[src/rtl/bia_pkg.sv]
`timescale 1ns / 1ps
// ----------------------------------------------------------------------------
// bia_pkg
// Shared types and constants for the bitmap identifier allocator.
// ----------------------------------------------------------------------------
package bia_pkg;

   localparam int DEF_MAX_IDS = 256;
   localparam int BYTE_W      = 8;
   localparam int BIT_SEL_W   = 3;
   localparam int ID_W        = 8;
   localparam int CAP_W       = 9;
   localparam int COUNT_W     = 9;
   localparam int CSR_AW      = 3;
   localparam int CSR_DW      = 32;

   localparam logic [CAP_W-1:0] CAP_RESET = 9'd256;
   localparam logic [BYTE_W-1:0] FULL_BYTE = 8'hFF;

   // register index as seen in paddr bit 2
   localparam logic REG_CAPACITY = 1'b0;

   typedef enum logic {
      CMD_ALLOC = 1'b0,
      CMD_FREE  = 1'b1
   } cmd_type;

   typedef enum logic [1:0] {
      ST_OK        = 2'd0,
      ST_FULL      = 2'd1,
      ST_RANGE     = 2'd2,
      ST_NOT_ALLOC = 2'd3
   } status_type;

   typedef struct packed {
      logic                  full;
      logic [BIT_SEL_W-1:0]  low_bit;
      logic                  bit_set;
      logic [BYTE_W-1:0]     set_byte;
      logic [BYTE_W-1:0]     clr_byte;
   } byte_info_type;

endpackage

[src/rtl/bia_bitmap_ram.sv]
`timescale 1ns / 1ps
// ----------------------------------------------------------------------------
// bia_bitmap_ram
// Byte-wide bitmap store, one write port and one registered read port.
// ----------------------------------------------------------------------------
module bia_bitmap_ram #(
   parameter int AW = 5
) (
   input  logic                      clock,
   input  logic                      we,
   input  logic [AW-1:0]             waddr,
   input  logic [bia_pkg::BYTE_W-1:0] wdata,
   input  logic [AW-1:0]             raddr,
   output logic [bia_pkg::BYTE_W-1:0] rdata
);
   import bia_pkg::*;

   localparam int DEPTH = 1 << AW;

   logic [BYTE_W-1:0] mem [DEPTH];
   logic [BYTE_W-1:0] rdata_ff;

   always_ff @(posedge clock) begin
      if (we) begin
         mem[waddr] <= wdata;
      end
   end

   always_ff @(posedge clock) begin
      rdata_ff <= mem[raddr];
   end

   assign rdata = rdata_ff;

endmodule

[src/rtl/bia_byte_unit.sv]
`timescale 1ns / 1ps
// ----------------------------------------------------------------------------
// bia_byte_unit
// Shared byte compare unit: fullness, lowest clear bit, bit test and the
// updated byte for a claim or a release.
// ----------------------------------------------------------------------------
module bia_byte_unit (
   input  logic [bia_pkg::BYTE_W-1:0]    data,
   input  logic [bia_pkg::BIT_SEL_W-1:0] bit_sel,
   output bia_pkg::byte_info_type        info
);
   import bia_pkg::*;

   logic [BIT_SEL_W-1:0] low;

   // scan from the top so the lowest clear bit wins
   always_comb begin
      low = '0;
      for (int j = BYTE_W - 1; j >= 0; j--) begin
         if (!data[j]) begin
            low = BIT_SEL_W'(j);
         end
      end
   end

   always_comb begin
      info.full     = (data == FULL_BYTE);
      info.low_bit  = low;
      info.bit_set  = data[bit_sel];
      info.set_byte = data | (BYTE_W'(1) << low);
      info.clr_byte = data & ~(BYTE_W'(1) << bit_sel);
   end

endmodule

[src/rtl/bitmap_id_allocator.sv]
`timescale 1ns / 1ps
// ----------------------------------------------------------------------------
// bitmap_id_allocator
// Lowest-free identifier allocator over a byte-wide bitmap store.
// ----------------------------------------------------------------------------
// flow: a free reads its bitmap byte, tests it in S_FREE_CHK and registers the
//   result strobe (an out-of-range free registers it straight from idle); allocate
//   reads one bitmap byte per cycle, at most active_capacity / 8 bytes.
// throughput: one word at a time; busy is high until the result is out.
// reset: a clearing pass writes zero to every byte of the store with busy high.
// an out-of-range free never raises busy, and the result side never stalls.
module bitmap_id_allocator #(
   parameter int MAX_IDS = bia_pkg::DEF_MAX_IDS
) (
   input  logic                          clock,
   input  logic                          reset,
   input  logic                          start,
   output logic                          busy,
   input  logic                          req_command,
   input  logic [bia_pkg::ID_W-1:0]      req_free_id,
   output logic                          rsp_strobe,
   output logic [bia_pkg::ID_W-1:0]      rsp_granted_id,
   output logic [1:0]                    rsp_status,
   output logic [bia_pkg::COUNT_W-1:0]   rsp_in_use_count,
   input  logic                          psel,
   input  logic                          penable,
   input  logic                          pwrite,
   input  logic [bia_pkg::CSR_AW-1:0]    paddr,
   input  logic [bia_pkg::CSR_DW-1:0]    pwdata,
   output logic [bia_pkg::CSR_DW-1:0]    prdata,
   output logic                          pready
);
   import bia_pkg::*;

   localparam int BYTES = MAX_IDS / 8;
   localparam int AW    = (BYTES > 1) ? $clog2(BYTES) : 1;
   localparam int CNTW  = $clog2(MAX_IDS + 1);

   typedef enum logic [4:0] {
      S_CLEAR    = 5'b00001,
      S_IDLE     = 5'b00010,
      S_SCAN     = 5'b00100,
      S_FREE_CHK = 5'b01000,
      S_SPARE    = 5'b10000
   } state_type;

   state_type            state_ff, state_in;
   logic [AW:0]          scan_ff, scan_in;
   logic [AW-1:0]        chk_ff, chk_in;
   logic                 pend_ff, pend_in;
   logic [BIT_SEL_W-1:0] bit_ff, bit_in;
   logic [CNTW-1:0]      cnt_ff, cnt_in;
   logic [CAP_W-1:0]     cap_ff, cap_in;
   cmd_type              cmd_ff, cmd_in;
   logic [ID_W-1:0]      gid_ff, gid_in;
   status_type           stat_ff, stat_in;
   logic                 strobe_ff, strobe_in;

   logic [CNTW-1:0]      cap_lim;
   logic [CNTW-1:0]      cap_eff;
   logic [AW:0]          nbytes;
   logic                 id_range;
   logic                 csr_we;

   logic                 ram_we;
   logic [AW-1:0]        ram_waddr;
   logic [BYTE_W-1:0]    ram_wdata;
   logic [AW-1:0]        ram_raddr;
   logic [BYTE_W-1:0]    ram_rdata;
   byte_info_type        info;

   bia_bitmap_ram #(
      .AW(AW)
   ) u_ram (
      .clock (clock),
      .we    (ram_we),
      .waddr (ram_waddr),
      .wdata (ram_wdata),
      .raddr (ram_raddr),
      .rdata (ram_rdata)
   );

   bia_byte_unit u_byte (
      .data    (ram_rdata),
      .bit_sel (bit_ff),
      .info    (info)
   );

   // capacity clipped to the store and rounded down to whole bytes
   always_comb begin
      if (32'(cap_ff) > MAX_IDS) begin
         cap_lim = CNTW'(MAX_IDS);
      end else begin
         cap_lim = CNTW'(cap_ff);
      end
      cap_eff  = cap_lim & ~CNTW'(7);
      nbytes   = (AW+1)'(cap_eff >> 3);
      id_range = (32'(req_free_id) >= 32'(cap_eff));
   end

   assign csr_we = psel && penable && pwrite && pready && (paddr[2] == REG_CAPACITY);
   assign cap_in = csr_we ? pwdata[CAP_W-1:0] : cap_ff;
   assign prdata = (paddr[2] == REG_CAPACITY) ? CSR_DW'(cap_ff) : '0;
   assign pready = 1'b1;

   always_comb begin
      state_in  = state_ff;
      scan_in   = scan_ff;
      chk_in    = chk_ff;
      pend_in   = 1'b0;
      bit_in    = bit_ff;
      cnt_in    = cnt_ff;
      cmd_in    = cmd_ff;
      gid_in    = gid_ff;
      stat_in   = stat_ff;
      strobe_in = 1'b0;
      ram_we    = 1'b0;
      ram_waddr = chk_ff;
      ram_wdata = info.set_byte;
      ram_raddr = scan_ff[AW-1:0];
      case (state_ff)
         S_CLEAR: begin
            ram_we    = 1'b1;
            ram_waddr = scan_ff[AW-1:0];
            ram_wdata = '0;
            scan_in   = scan_ff + 1'b1;
            if (&scan_ff[AW-1:0]) begin
               scan_in  = '0;
               state_in = S_IDLE;
            end
         end
         S_IDLE: begin
            ram_raddr = AW'(req_free_id[ID_W-1:BIT_SEL_W]);
            if (start) begin
               cmd_in = cmd_type'(req_command);
               if (cmd_type'(req_command) == CMD_ALLOC) begin
                  scan_in  = '0;
                  state_in = S_SCAN;
               end else if (id_range) begin
                  gid_in    = '0;
                  stat_in   = ST_RANGE;
                  strobe_in = 1'b1;
               end else begin
                  // byte read issued this cycle, tested next cycle
                  bit_in   = req_free_id[BIT_SEL_W-1:0];
                  chk_in   = AW'(req_free_id[ID_W-1:BIT_SEL_W]);
                  state_in = S_FREE_CHK;
               end
            end
         end
         S_SCAN: begin
            if (pend_ff && !info.full) begin
               ram_we    = 1'b1;
               ram_waddr = chk_ff;
               ram_wdata = info.set_byte;
               cnt_in    = cnt_ff + 1'b1;
               gid_in    = ID_W'({chk_ff, info.low_bit});
               stat_in   = ST_OK;
               strobe_in = 1'b1;
               state_in  = S_IDLE;
            end else if (scan_ff < nbytes) begin
               // read next byte while testing the previous one
               ram_raddr = scan_ff[AW-1:0];
               pend_in   = 1'b1;
               chk_in    = scan_ff[AW-1:0];
               scan_in   = scan_ff + 1'b1;
            end else if (!pend_ff) begin
               gid_in    = '0;
               stat_in   = ST_FULL;
               strobe_in = 1'b1;
               state_in  = S_IDLE;
            end
         end
         S_FREE_CHK: begin
            gid_in    = '0;
            strobe_in = 1'b1;
            state_in  = S_IDLE;
            if (!info.bit_set) begin
               stat_in = ST_NOT_ALLOC;
            end else begin
               stat_in   = ST_OK;
               ram_we    = 1'b1;
               ram_waddr = chk_ff;
               ram_wdata = info.clr_byte;
               if (cnt_ff != '0) begin
                  cnt_in = cnt_ff - 1'b1;
               end
            end
         end
         default: begin
            state_in = S_IDLE;
         end
      endcase
   end

   always_ff @(posedge clock) begin
      if (reset) begin
         state_ff  <= S_CLEAR;
         scan_ff   <= '0;
         pend_ff   <= 1'b0;
         cnt_ff    <= '0;
         cap_ff    <= CAP_RESET;
         strobe_ff <= 1'b0;
      end else begin
         state_ff  <= state_in;
         scan_ff   <= scan_in;
         pend_ff   <= pend_in;
         cnt_ff    <= cnt_in;
         cap_ff    <= cap_in;
         strobe_ff <= strobe_in;
      end
   end

   always_ff @(posedge clock) begin
      chk_ff  <= chk_in;
      bit_ff  <= bit_in;
      cmd_ff  <= cmd_in;
      gid_ff  <= gid_in;
      stat_ff <= stat_in;
   end

   assign busy             = (state_ff != S_IDLE);
   assign rsp_strobe       = strobe_ff;
   assign rsp_granted_id   = gid_ff;
   assign rsp_status       = stat_ff;
   assign rsp_in_use_count = COUNT_W'(cnt_ff);

   a_count_bound: assert property (@(posedge clock) disable iff (reset)
      32'(cnt_ff) <= MAX_IDS)
      else $error("in-use count above store size");

   a_accept_busy: assert property (@(posedge clock) disable iff (reset)
      (start && !busy && (cmd_type'(req_command) == CMD_ALLOC)) |=> busy)
      else $error("allocate accepted without going busy");

   a_strobe_after_busy: assert property (@(posedge clock) disable iff (reset)
      (rsp_strobe && !$past(reset)) |-> ($past(busy) || $past(start)))
      else $error("result word without a command");

   a_alloc_count: assert property (@(posedge clock) disable iff (reset)
      (rsp_strobe && !$past(reset) && (cmd_ff == CMD_ALLOC) && (stat_ff == ST_OK))
      |-> (cnt_ff == $past(cnt_ff) + 1'b1))
      else $error("granted word did not bump the count");

endmodule

[config.mk]
export PLATFORM = sky130hd
export DESIGN_NAME = bitmap_id_allocator
export DESIGN_NICKNAME = d
export VERILOG_FILES = /design/src/rtl/bia_pkg.sv /design/src/rtl/bia_bitmap_ram.sv /design/src/rtl/bia_byte_unit.sv /design/src/rtl/bitmap_id_allocator.sv
export SDC_FILE = /design/constraint.sdc
export NUM_CORES = 1
export LEC_CHECK = 0
export ABC_AREA = 1
export BUFFER_PORTS_ARGS = -buffer_cell sky130_fd_sc_hd__buf_2
export CORE_UTILIZATION = 61
export CTS_BUF_LIST = sky130_fd_sc_hd__clkbuf_4 sky130_fd_sc_hd__clkbuf_8 sky130_fd_sc_hd__clkbuf_16
export CTS_CLUSTER_SIZE = 30
export DETAILED_ROUTE_END_ITERATION = 12
export PLACE_DENSITY = 0.79
export REMOVE_ABC_BUFFERS = 1
export SYNTH_ARGS = -nofsm -noshare
export SYNTH_HDL_FRONTEND = slang
export SYNTH_SLANG_ARGS = --single-unit
[constraint.sdc]
create_clock -name clock -period 8.1 [get_ports clock]
set_clock_uncertainty 0.1 [all_clocks]
set_input_delay 0.81 -clock clock [delete_from_list [all_inputs] [get_ports clock]]
set_output_delay 0.81 -clock clock [all_outputs]
set_load 0.01 [all_outputs]
Yosys cells after proc, flatten, opt, wreduce, memory -nomap -nowiden
Memory sizes are Yosys's and may differ from the RTL's. A register that Yosys moved wholly into a read port is not among the register bits. Index checks and enable logic that the tools add are counted.

Register bits: 49. Latch bits: 0. Memory bits (writable): 256. ROM bits: 0. Input bits: 50. Logic and storage cells: 132. Memories: 1.

Memory list: u_ram.mem (words 32, bits a word 8, rd ports 1, clocked after memory_dff 1, wr ports 1, line bia_bitmap_ram.sv:20) `logic [BYTE_W-1:0] mem [DEPTH];`.

Add/subtract/negate cells: 3. Multiply operators: 0. Divide/modulo/power cells: 0. Order comparisons: 4. Eq/ne operators: 20. Shift operators: 2. Muxes and demuxes: 68. Bitwise gates (word level): 6. Reductions and logical operators: 18.

Operators by type and width (number): $mux W5 (14); $mux W8 (7); $mux W9 (5); $mux W6 (5); $mux W3 (8); $pmux W8 S3 (1); $ne A2 B2 Y1 const B (11); $pmux W6 S3 (1); $pmux W9 S2 (1); $pmux W8 S2 (1); $shl A1 B3 Y8 const A (2); $pmux W5 S3 (1); $reduce_and A5 Y1 (3); $mux W2 (7); $mux W1 (12); $reduce_and A6 Y1 (2); $pmux W5 S2 (1); $add A9 B1 Y9 const B (1); $ge A8 B9 Y1 (1); $gt A9 B9 Y1 const B (1); $ne A3 B3 Y1 const B (3); $reduce_bool A9 Y1 (1); $sub A9 B1 Y9 const B (1); $and A8 B8 Y8 (1); 21 further kinds (30).

Longest topological paths before layout
Gate-level depths: netlist of the first run.

Word-level depth: 12. Gate-level depth with buffers: 14. Gate-level depth less buffers: 14.

Modules after synthesis
From an unflattened synthesis of the first run, not the netlist that was laid out.

Cells, all modules: 1436. Area total of the unflattened synthesis: 14400.1 um2.

Modules (own cells, without submodules): bia_bitmap_ram (instances 1, cells an instance 922, area each 10786.6 um2, sequential area each 7847.5 um2); bitmap_id_allocator (instances 1, cells an instance 440, area each 3276.9 um2, sequential area each 1141.1 um2); bia_byte_unit (instances 1, cells an instance 74, area each 336.6 um2, sequential area each 0.0 um2).

Least setup slack after synthesis of the first run
Ideal clock, no wire load.

Path kind: register -> register. Start point: register bit_ff[0]. End point: memory u_ram.mem[0][1] (data pin). Arrival time: 2.395 ns. Setup slack: 5.151 ns. Stages on the path, launching flop included: 9. Path buffers: 1. Path through: edfxtp_1 > buf_2 > nor2_1 > nand2_1 > nand4_1 > nand2_1 > nand2_1 > nand2_1 > o21ai_0.

Word-level cells in the longest chain between the ends: 5. Elaborated cells on any way between the ends: 7. Classes of those cells: 1 x shift; 4 x mux; 2 x bitwise.

RTL lines: from (decl) (line bitmap_id_allocator.sv:51) `logic [BIT_SEL_W-1:0] bit_ff, bit_in;`; from (signal assigned) (line bitmap_id_allocator.sv:216) `bit_ff <= bit_in;`; branches (longest 3 deep; another with $bmux W1 S3); $mux W8 * (line bitmap_id_allocator.sv:178) `if (!info.bit_set) begin`; $pmux W8 S2 * (line bitmap_id_allocator.sv:121) `case (state_ff)`; net ram_wdata[1] (line bitmap_id_allocator.sv:67) `logic [BYTE_W-1:0] ram_wdata;`; to (decl) (line bia_bitmap_ram.sv:20).

Mark *: on every way through the listed nets, which the timed path passes. The select of a mux whose other input is x is not followed.

Final worst setup path of the first run
Start point: register state_ff[3]. End point: register u_ram.rdata_ff[3] (netlist: u_ram.rdata[3]) (read register of u_ram.mem).

Word-level cells in the longest chain between the ends: 2.

RTL lines: from (decl) (line bitmap_id_allocator.sv:47) `state_type state_ff, state_in;`; from (signal assigned) (line bitmap_id_allocator.sv:205) `state_ff <= state_in;`; $eq A5 B2 Y1 (line bitmap_id_allocator.sv:121); $mux W5; to (decl) (line bia_bitmap_ram.sv:21) `logic [BYTE_W-1:0] rdata_ff;`.

Every way passes these cells. A chain may end at the register's enable or synchronous reset.

==> impl_metrics.tcl, run 1 <==
set metrics [dict create \
    insertion_delay_ns 0.52 \
    grt_pass1_vias 10500 \
    port_buffers 54 \
    setup_viol 0 \
    arrival_ns 4.08 \
    final.period_utilization 0.468 \
    ant_nets 0 \
    finalNetCount 1757 \
    crit_top_cell "nand2_1" \
    initial_core_util 0.620 \
    critPathMaxFanout 64 \
    p_comb_frac 0.080 \
    cts_tree "built" \
    avgSynthCellArea_um2 9.16 \
    power.switching_w 0.000833 \
    drc 0 \
    fillers 1816 \
    regArea_um2 8990 \
    grt_setup_unrepaired "no" \
    drtIter0Drc 1445 \
    grt_pass1_wl_um 54300 \
    drive_above_1_share 0.0889 \
    area_delta_synth_final_pct 9.66 \
    top_usage_layer "met2" \
    htreeDepth 2 \
    clkPwrFrac 0.416 \
    seqPwrFrac 0.504 \
    gr-total-overflow 0 \
    criticalPathCategory "reg -> reg" \
    p_sw_frac 0.238 \
    slowest_delay_ns 0.69 \
    p_per_area_nw_per_um2 212 \
    numCtsBuffers 34 \
    dpl.hpwl_um 20900 \
    cap_violations 0 \
    end_kind "register" \
    io_pins 104 \
    row_count 57 \
    fp.dieH_um 159 \
    cts-hold-fix-buffers 0 \
    worst_hold_slack_ns 0.385 \
    clk_pin_slew_ns 0.06 \
    gr-usage-all-layers 0.275 \
    grt_use_met3 0.0414 \
    synth_cell_type_count 42 \
    wirelength_um 34300 \
    antenna_cells 0 \
    crit_required_ns 8.39 \
    hold_violations 0 \
    slew_viol_final 0 \
    critPathLaunchType "register" \
    synth_area_um2 15100 \
    netlist_instances 1647 \
    dr.pass1.iters 7 \
    clkSinkCount 312 \
    met1_usage 0.375 \
    ys_seq_elements 312 \
    multiInputGateArea_um2 4480 \
    tns_ns 0 \
    wl_per_cell_um 16.8 \
    ir_drop_v 0.000170 \
    vias_per_cell 5.54 \
    fin_crit_ns 3.79 \
    yosysSeqAreaShare 0.596 \
    grt_antenna_before_repair 0 \
    die_x_um 159 \
    min_path_type "reg -> reg" \
    critPathBufInv 1 \
    layout_common_cells "nand2_1, inv_1, nand3_1" \
    coreArea_um2 24300 \
    power_leakage_nw 7.28 \
    grt_max_degree 83 \
    p_int_w 0.00267 \
    max_slew.worst_pin.slew_ns 1.35 \
    post-cts-setup-buffers 0 \
    cp_top_family "simple AND/OR/NAND/NOR gates" \
    slew-limit-headroom 0.102 \
    dieArea_um2 25400 \
    status "finished clean" \
    final_common_cell "nand2_1" \
    clk_path_buf_depth 3 \
    clock-root-buffer "clkbuf_16" \
    ys_warn_count 0 \
    num_vias 11300 \
    place_congestion 0.913 \
    ctsResizeCount 0 \
    grt_use_met2 0.444 \
    crit_chain "nor2_4, nand2_4, nand2_2, nand2_4, buf_4, nand2_1, nand3_1, nand3_1, nand3_1, nand2_1, nand2_1, nand2_1" \
    cp_slowest_cell "nand2_4" \
    max_freq_mhz 264 \
]
## final timing paths
path	from	to	slack (ns)	cells past startpoint
worst max-delay path	state_ff[3]$_SDFFE_PP0P_	u_ram.rdata[3]$_DFF_P_	4.31	12
worst min-delay path	cap_ff[0]$_SDFFE_PP0P_	cap_ff[0]$_SDFFE_PP0P_	0.38	2
worst max register to register	state_ff[3]$_SDFFE_PP0P_	u_ram.rdata[3]$_DFF_P_	4.31	12
worst min register to register	cap_ff[0]$_SDFFE_PP0P_	cap_ff[0]$_SDFFE_PP0P_	0.38	2
## kinds of logic (layout without fill, tap and decap cells)
family                     Yosys count  in the layout  share of synthesized area
DFF                                312            312                      0.596
and+or+nand+nor                    799            799                      0.234
adders and majority gates           20             20                     0.0171
AOI/OAI and AO/OA                   89             89                     0.0328
other                                2             24                   0.000498
buffers and inverters              417            458                      0.116
xor gates and xnor gates             8              8                    0.00464
## cell type report
class	count	share of cell area
Sequential cell	312	0.543
Multi-Input combinational cell	940	0.271
Inverter	333	0.0756
Clock buffer	45	0.0582
Tap cell	324	0.0245
Timing Repair Buffer	66	0.0218
Clock inverter	14	0.00575
## state kept, by name (all words and copies together), names as in the netlist, 2 cells and up
| signal | flops |
|---|---|
| u_ram.mem | 256 |
| cap_ff | 9 |
| u_ram.rdata | 8 |
| rsp_status | 2 |
| state_ff | 4 |
| bit_ff | 3 |
| rsp_granted_id | 8 |
| chk_ff | 5 |
| scan_ff | 6 |
| rsp_in_use_count | 9 |
## metal layers
layer | wire length [um] | vias up
li1 | - | 5388
met1 | 13700 | 5207
met2 | 16100 | 566
met3 | 3180 | 100
met4 | 1310 | 0
met5 | 0 | -
## power by group through the flow
stage | Clock [W] | Combinational, W | Sequential, W
after floorplan | 0 | 0.000184 | 0.00180
after global placement | 0 | 0.000265 | 0.00180
after detailed placement | 0 | 0.000272 | 0.00180
after CTS | 0.00147 | 0.000274 | 0.00177
after global routing | 0.00153 | 0.000307 | 0.00177
final | 0.00146 | 0.000279 | 0.00177
## Yosys cell counts, drive strengths merged
master  number  area share
a21boi       1     0.00050
a21oi       37       0.012
a31o         1     0.00058
a31oi        3      0.0012
a32oi        2      0.0012
and3         1     0.00041
buf         60       0.027
clkbuf      24      0.0060
conb         2     0.00050
dfxtp       38       0.050
edfxtp     274        0.55
fa           1      0.0013
ha          19       0.016
inv        333       0.083
nand2      361       0.091
nand3      320        0.11
nand3b       1     0.00050
nand4       18      0.0075
nor2        92       0.025
nor3         4      0.0017
nor3b        1     0.00050
o211ai       2     0.00099
o21a         1     0.00050
o21ai       39       0.014
o21bai       2     0.00099
o22ai        1     0.00041
or2          1     0.00041
xnor2        2      0.0012
xor2         6      0.0035
## metrics by stage
stage                     cell area (um^2)  instances  total power (W)  utilization  setup slack [ns]
after floorplan                      14700       1585          0.00198            -              3.70
after global placement               15500       1975          0.00206        0.637              4.54
after detailed placement             15500       1975          0.00207        0.637              4.44
after CTS                            16500       2034          0.00351        0.680              4.40
after global routing                 16500       2034          0.00361        0.680              4.14
final                                16500       2034          0.00351        0.680              4.31
## tightest hold or removal path: stages, from the launching register on
cell and delay [ns]:
dfxtp_1 0.29, inv_1 0.08, a21oi_1 0.06
Power figures use the tool's default switching activity.
==> run 2, diff against run 1 <==
--- a/config.mk
+++ b/config.mk
@@ -7,11 +7,11 @@
 export LEC_CHECK = 0
 export ABC_AREA = 1
 export BUFFER_PORTS_ARGS = -buffer_cell sky130_fd_sc_hd__buf_2
-export CORE_UTILIZATION = 61
+export CORE_UTILIZATION = 55
 export CTS_BUF_LIST = sky130_fd_sc_hd__clkbuf_4 sky130_fd_sc_hd__clkbuf_8 sky130_fd_sc_hd__clkbuf_16
 export CTS_CLUSTER_SIZE = 30
 export DETAILED_ROUTE_END_ITERATION = 12
-export PLACE_DENSITY = 0.79
+export PLACE_DENSITY = 0.75
 export REMOVE_ABC_BUFFERS = 1
 export SYNTH_ARGS = -nofsm -noshare
 export SYNTH_HDL_FRONTEND = slang
==> constraint.sdc (replaced) <==
create_clock -name clock -period 3.3 [get_ports clock]
set_clock_uncertainty 0.1 [all_clocks]
set_input_delay 0.33 -clock clock [delete_from_list [all_inputs] [get_ports clock]]
set_output_delay 0.33 -clock clock [all_outputs]
set_load 0.01 [all_outputs]
==> run 2 against run 1 <==
Against the previous run: clock power grew to 2.6 times the previous value; global-route usage is 1.5 points lower; largest power group unchanged; critical path type unchanged; core utilization is 4.7 points lower.
==> impl_metrics.tcl, run 2 (synthesis results as in run 1) <==
set metrics [dict create \
    num_vias 11400 \
    area_delta_synth_final_pct 13.1 \
    dr.pass1.iters 6 \
    clock-root-buffer "clkbuf_16" \
    insertion_delay_ns 0.52 \
    gr-usage-all-layers 0.260 \
    gr-total-overflow 0 \
    top_register "u_ram.mem" \
    r2r_slack_ns 0.41 \
    holdPathStages 3 \
    multiInputGateArea_um2 4480 \
    drc 0 \
    grt_setup_unrepaired "no" \
    hold_violations 0 \
    numCtsBuffers 34 \
    arrival_ns 2.94 \
    cp_slowest_cell "a21oi_1" \
    grt_max_degree 44 \
    final_common_cell "nand2_1" \
    grt_pass1_vias 11000 \
    coreArea_um2 27000 \
    ir_drop_v 0.000314 \
    place_congestion 0.887 \
    layoutNonFillerInstCount 2100 \
    clkSinkCount 312 \
    dpl.hpwl_um 22900 \
    critPathBufInv 2 \
    dpl.cell_count 2035 \
    final.period_utilization 0.877 \
    design_area_um2 17100 \
    initial_core_util 0.560 \
    clk_pin_slew_ns 0.06 \
    rr_worst_depth 11 \
    min_path_type "in -> reg" \
    port_buffers 54 \
    antenna_cells 0 \
    holdCritStartpoint "pwdata[1]" \
    ant_nets 0 \
    fillers 2104 \
    fp.dieH_um 168 \
    max_slew.worst_pin.slew_ns 0.784 \
    slowest_delay_ns 0.43 \
    slew-limit-headroom 0.476 \
    post-route-util 0.633 \
    status "finished clean" \
    clk_path_buf_depth 3 \
    fin_crit_ns 2.89 \
    grt_antenna_before_repair 0 \
    die_x_um 168 \
    place_area_um2 15900 \
    cap_violations 0 \
    slew_viol_final 0 \
    r2r_start "cap_ff[3]$_SDFFE_PP0P_" \
    wirelength_um 35300 \
    drive_above_1_share 0.110 \
    vias_per_cell 5.40 \
    crit_required_ns 3.35 \
    regArea_um2 8990 \
    setup_viol 0 \
    end_kind "register" \
    max_freq_mhz 346 \
    hold_end "cap_ff[1]$_SDFFE_PP0P_" \
    regToRegEndpoint "chk_ff[2]$_DFFE_PP_" \
    wl_per_cell_um 16.8 \
    row_count 60 \
    critPathLaunchType "register" \
    dieArea_um2 28100 \
    layout_common_cells "nand2_1, inv_1, nand3_1" \
    htreeDepth 2 \
    worst_hold_slack_ns 0.0108 \
    criticalPathCategory "reg -> reg" \
    drtIter0Drc 1089 \
    finalNetCount 1804 \
    crit_chain "inv_1, nand4_1, o21ai_0, nand2_1, ha_1, nand2_1, inv_1, o21ai_0, nand4_1, or2_2, a21oi_1" \
    largest_register_ffs 256 \
    p_per_area_nw_per_um2 516 \
    cts_tree "built" \
    io_pins 104 \
    critPathMaxFanout 5 \
    grt_pass1_wl_um 56900 \
    power_leakage_nw 7.58 \
    cp_top_family "compound AO/OA/AOI/OAI gates" \
]
-- run 2: cell types whose count changed in the layout (fill, tap and decap cells not counted), moves of 3 or more --
cell,previous run,this run
buf_12,0,6
clkinv_1,5,9
bufinv_16,0,3
buf_4,12,49
dlygate4sd3_1,0,4
-- run 2: area by class of cell --
type | count | area share
Sequential cell | 312 | 0.527
Multi-Input combinational cell | 940 | 0.263
Inverter | 333 | 0.0732
Clock buffer | 43 | 0.0552
Timing Repair Buffer | 113 | 0.0468
Tap cell | 341 | 0.0250
Clock inverter | 18 | 0.0105
-- run 2: timing repair --
| item | in CTS | in global routing |
|---|---|---|
| hold buffers | 4 | 0 |
| resized for setup | 0 | 0 |
| buffers inserted | 0 | 0 |
| endpoints found under the hold margin | 4 | 0 |
| endpoints found under the setup margin | 0 | 0 |
-- run 2: tightest hold or removal path, delay by kind of cell --
| family | cells | cell delay (ns) |
|---|---|---|
| buf+inv | 1 | 0.07 |
| compound gates | 2 | 0.18 |
-- run 2: where the power goes --
part           total (W)  internal (W)  switching [W]
combinational   0.000715      0.000229       0.000486
sequential       0.00434       0.00430      0.0000391
clock            0.00376       0.00226        0.00149
total            0.00881       0.00679        0.00202
-- run 2: metrics by stage --
step                total power, W  worst slack [ns]  setup TNS (ns)
finish                     0.00881             0.406               0
global route               0.00907             0.105               0
CTS                        0.00884             0.414               0
detailed placement         0.00512             0.404               0
global placement           0.00510             0.478               0
floorplan                  0.00486            -0.749           -5.99
-- run 2: how the worst max path moves through the flow --
stage,depth (start not counted),endpoint,start,slack [ns]
detailed placement,7,u_ram.mem[4][1]$_DFFE_PP_,state_ff[3]$_SDFFE_PP0P_,0.40
floorplan,10,u_ram.rdata[0]$_DFF_P_,state_ff[3]$_SDFFE_PP0P_,-0.75
global route,7,u_ram.mem[4][4]$_DFFE_PP_,state_ff[3]$_SDFFE_PP0P_,0.11
finish,11,chk_ff[2]$_DFFE_PP_,cap_ff[3]$_SDFFE_PP0P_,0.41
global placement,11,chk_ff[3]$_DFFE_PP_,cap_ff[3]$_SDFFE_PP0P_,0.48
CTS,7,u_ram.mem[4][4]$_DFFE_PP_,state_ff[3]$_SDFFE_PP0P_,0.41
-- run 2: layer usage --
layer / global-route usage / up-vias / share of wire
met4: 0.0945 / 0 / 0.028
met3: 0.0525 / 76 / 0.083
met5: 0 / - / 0
met2: 0.432 / 467 / 0.48
li1: - / 5484 / -
met1: 0.340 / 5323 / 0.41
==> run 3, diff against run 2 <==
--- a/config.mk
+++ b/config.mk
@@ -5,9 +5,8 @@
 export SDC_FILE = /design/constraint.sdc
 export NUM_CORES = 1
 export LEC_CHECK = 0
-export ABC_AREA = 1
 export BUFFER_PORTS_ARGS = -buffer_cell sky130_fd_sc_hd__buf_2
-export CORE_UTILIZATION = 55
+export CORE_UTILIZATION = 54
 export CTS_BUF_LIST = sky130_fd_sc_hd__clkbuf_4 sky130_fd_sc_hd__clkbuf_8 sky130_fd_sc_hd__clkbuf_16
 export CTS_CLUSTER_SIZE = 30
 export DETAILED_ROUTE_END_ITERATION = 12
==> run 3 against run 2 <==
Against the previous run: count of clock-buffer cells in the layout rose by 8; final area down 7.4%; sequential share of layout area grew 4.2 points; global-route usage decreased by 2.9 points; die area shrank 8.4%; sequential power rose by 14%; setup slack lost 0.19 ns; maximum frequency decreased by 6.1%; combinational power grew to 3.4 times the previous value; clock power is 5% lower; core utilization grew 1.3 points; non-clock buffer count up 21; largest cell class unchanged; largest power group unchanged.
==> impl_metrics.tcl, run 3 <==
set metrics [dict create \
    rr_worst_depth 8 \
    slew_viol_final 0 \
    clk_path_buf_depth 3 \
    place_congestion 0.833 \
    dieArea_um2 25700 \
    grt_pass1_vias 8343 \
    hold_violations 0 \
    synth_area_leader_cell "edfxtp_1" \
    synth_top_family_by_area "multiplexers" \
    place_area_um2 14600 \
    finalNetCount 1145 \
    num_vias 8347 \
    layout_common_cells "edfxtp_1, nor2_1, mux2i_1, mux2_2, buf_4" \
    gr-usage-all-layers 0.232 \
    setup_viol 0 \
    slowest_delay_ns 0.59 \
    netlist_instances 952 \
    synth_compound_area_frac 0.0873 \
    avgSynthCellArea_um2 14.2 \
    synth_edf_count 274 \
    holdPathStages 3 \
    min_path_type "in -> reg" \
    layoutNonFillerInstCount 1423 \
    cts_tree "built" \
    fillers 1741 \
    drc 0 \
    fp.dieH_um 160 \
    largest_register_ffs 256 \
    initial_core_util 0.554 \
    insertion_delay_ns 0.55 \
    grt_setup_unrepaired "no" \
    clock-root-buffer "clkbuf_16" \
    yosysMostFrequentCell "edfxtp_1" \
    top_register "u_ram.mem" \
    dpl.hpwl_um 18800 \
    power_leakage_nw 5.89 \
    synthFlopType "edfxtp_1" \
    end_kind "register" \
    cp_slowest_cell "edfxtp_1" \
    clk_pin_slew_ns 0.06 \
    io_pins 104 \
    synth_area_um2 13600 \
    regArea_um2 8990 \
    wirelength_um 29500 \
    grt_max_degree 41 \
    row_count 57 \
    synthMuxAreaShare 0.115 \
    coreArea_um2 24500 \
    critPathMaxFanout 32 \
    grt_pass1_wl_um 46000 \
    async_flop_share 0 \
    vias_per_cell 5.87 \
    dpl.cell_count 1354 \
    gr-total-overflow 0 \
    final_common_cell "edfxtp_1" \
    dr.pass1.iters 6 \
    netlist_top_cells_area "edfxtp_1, mux2_2, dfxtp_1, mux2i_1, nor2_1" \
    design_area_um2 15800 \
    arrival_ns 3.36 \
    fin_crit_ns 3.08 \
    numCtsBuffers 30 \
    critPathLaunchType "register" \
    grt_antenna_before_repair 0 \
    synth_cell_type_count 65 \
    multiInputGateArea_um2 4220 \
    yosysSeqAreaShare 0.663 \
    wl_per_cell_um 20.7 \
    crit_required_ns 3.58 \
    area_delta_synth_final_pct 16.5 \
    die_x_um 160 \
    synthAdderAreaFrac 0.0190 \
    drtIter0Drc 672 \
    ir_drop_v 0.000392 \
    crit_chain "mux4_2, mux2_2, and2_1, or2_1, nor2_2, a41oi_1, a21oi_2, buf_12" \
    p_per_area_nw_per_um2 695 \
    yosysTopAreaCellShare 0.607 \
    port_buffers 54 \
    slew-limit-headroom 0.424 \
    antenna_cells 0 \
    synthSimpleGateAreaFrac 0.0754 \
    synthTopCellsByCount "edfxtp_1, nor2_1, mux2i_1, mux2_2, nand2_1" \
    final.period_utilization 0.934 \
    htreeDepth 1 \
    ys_seq_elements 312 \
    max_freq_mhz 325 \
    ant_nets 0 \
    clkSinkCount 312 \
    post-cts-setup-buffers 0 \
    drive_above_1_share 0.247 \
    criticalPathCategory "reg -> reg" \
    status "finished clean" \
    cap_violations 0 \
    max_slew.worst_pin.slew_ns 0.859 \
    synth-xor-area-share 0.00452 \
    ys_warn_count 0 \
]
==> run 3: changes by cell type after synthesis, moves of 10 or more <==
cell	previous run	this run
nand4_1	18	7
inv_1	326	17
mux2i_1	0	71
a221oi_1	0	24
mux2_2	0	70
buf_2	22	12
nor2_1	88	77
o21ai_0	32	17
nand2_1	356	54
nand3_1	317	7
o22ai_1	1	41
nor2b_1	0	14
a221o_1	0	16
==> run 3: worst paths after layout <==
| check | start | to | slack (ns) |
|---|---|---|---|
| setup / recovery | bit_ff[0]$_DFFE_PP_ | u_ram.mem[31][5]$_DFFE_PP_ | 0.22 |
| hold reg to reg | cap_ff[1]$_SDFFE_PP0P_ | cap_ff[1]$_SDFFE_PP0P_ | 0.35 |
| hold / removal | start | rsp_strobe$_SDFF_PP0_ | 0.04 |
| setup reg to reg | bit_ff[0]$_DFFE_PP_ | u_ram.mem[31][5]$_DFFE_PP_ | 0.22 |
==> run 3: kinds of logic after synthesis <==
logic type,count (synthesis)
muxes,144
buffers and inverters,84
xor gates and xnor gates,7
AOI/OAI and AO/OA,173
DFF,312
and+or+nand+nor,210
adders and majority gates,20
other,2
==> run 3: critical path: cells and delay by family (launching register included) <==
family	cells	cell delay, ns
mux	2	0.84
simple gates	3	0.81
buf+inv	1	0.21
flops	1	0.59
compound gates	2	0.34
==> run 3: final cells by class <==
type | count | area share
sequential | 312 | 0.569
multi-input combinational | 578 | 0.267
timing repair buffer | 134 | 0.0651
clock buffer | 51 | 0.0630
tap | 324 | 0.0257
clock inverter | 5 | 0.00523
inverter | 19 | 0.00459
==> run 3: stage by stage <==
step | hold slack, ns | util | TNS (ns) | total power [W] | setup WS [ns]
floorplan | 0.299 | - | -76.60 | 0.00661 | -7.58
global placement | 0.339 | 0.596 | 0 | 0.00737 | 0.234
detailed placement | 0.345 | 0.596 | 0 | 0.00743 | 0.219
CTS | 0.0139 | 0.645 | 0 | 0.0110 | 0.197
global route | 0.0282 | 0.646 | 0 | 0.0114 | 0.0340
finish | 0.0378 | 0.646 | 0 | 0.0110 | 0.218
==> run 3: power by group <==
part           total [W]  internal [W]  leakage, nW  switching [W]
sequential       0.00496       0.00478         2.86       0.000185
clock            0.00358       0.00220        0.543        0.00138
combinational    0.00243      0.000994         2.49        0.00144
==> run 3: per-layer routing <==
metal  global-route usage  part of all wire
met4               0.0835             0.034
met1                0.313              0.41
met3               0.0364             0.070
met5                    0                 0
met2                0.381              0.48
==> run 3: timing repair <==
| action | in CTS | in global routing |
|---|---|---|
| endpoints found under the hold margin | 13 | 0 |
| setup endpoints to repair | 0 | 1 |
| hold buffers | 13 | 0 |
| resized for setup | 0 | 1 |
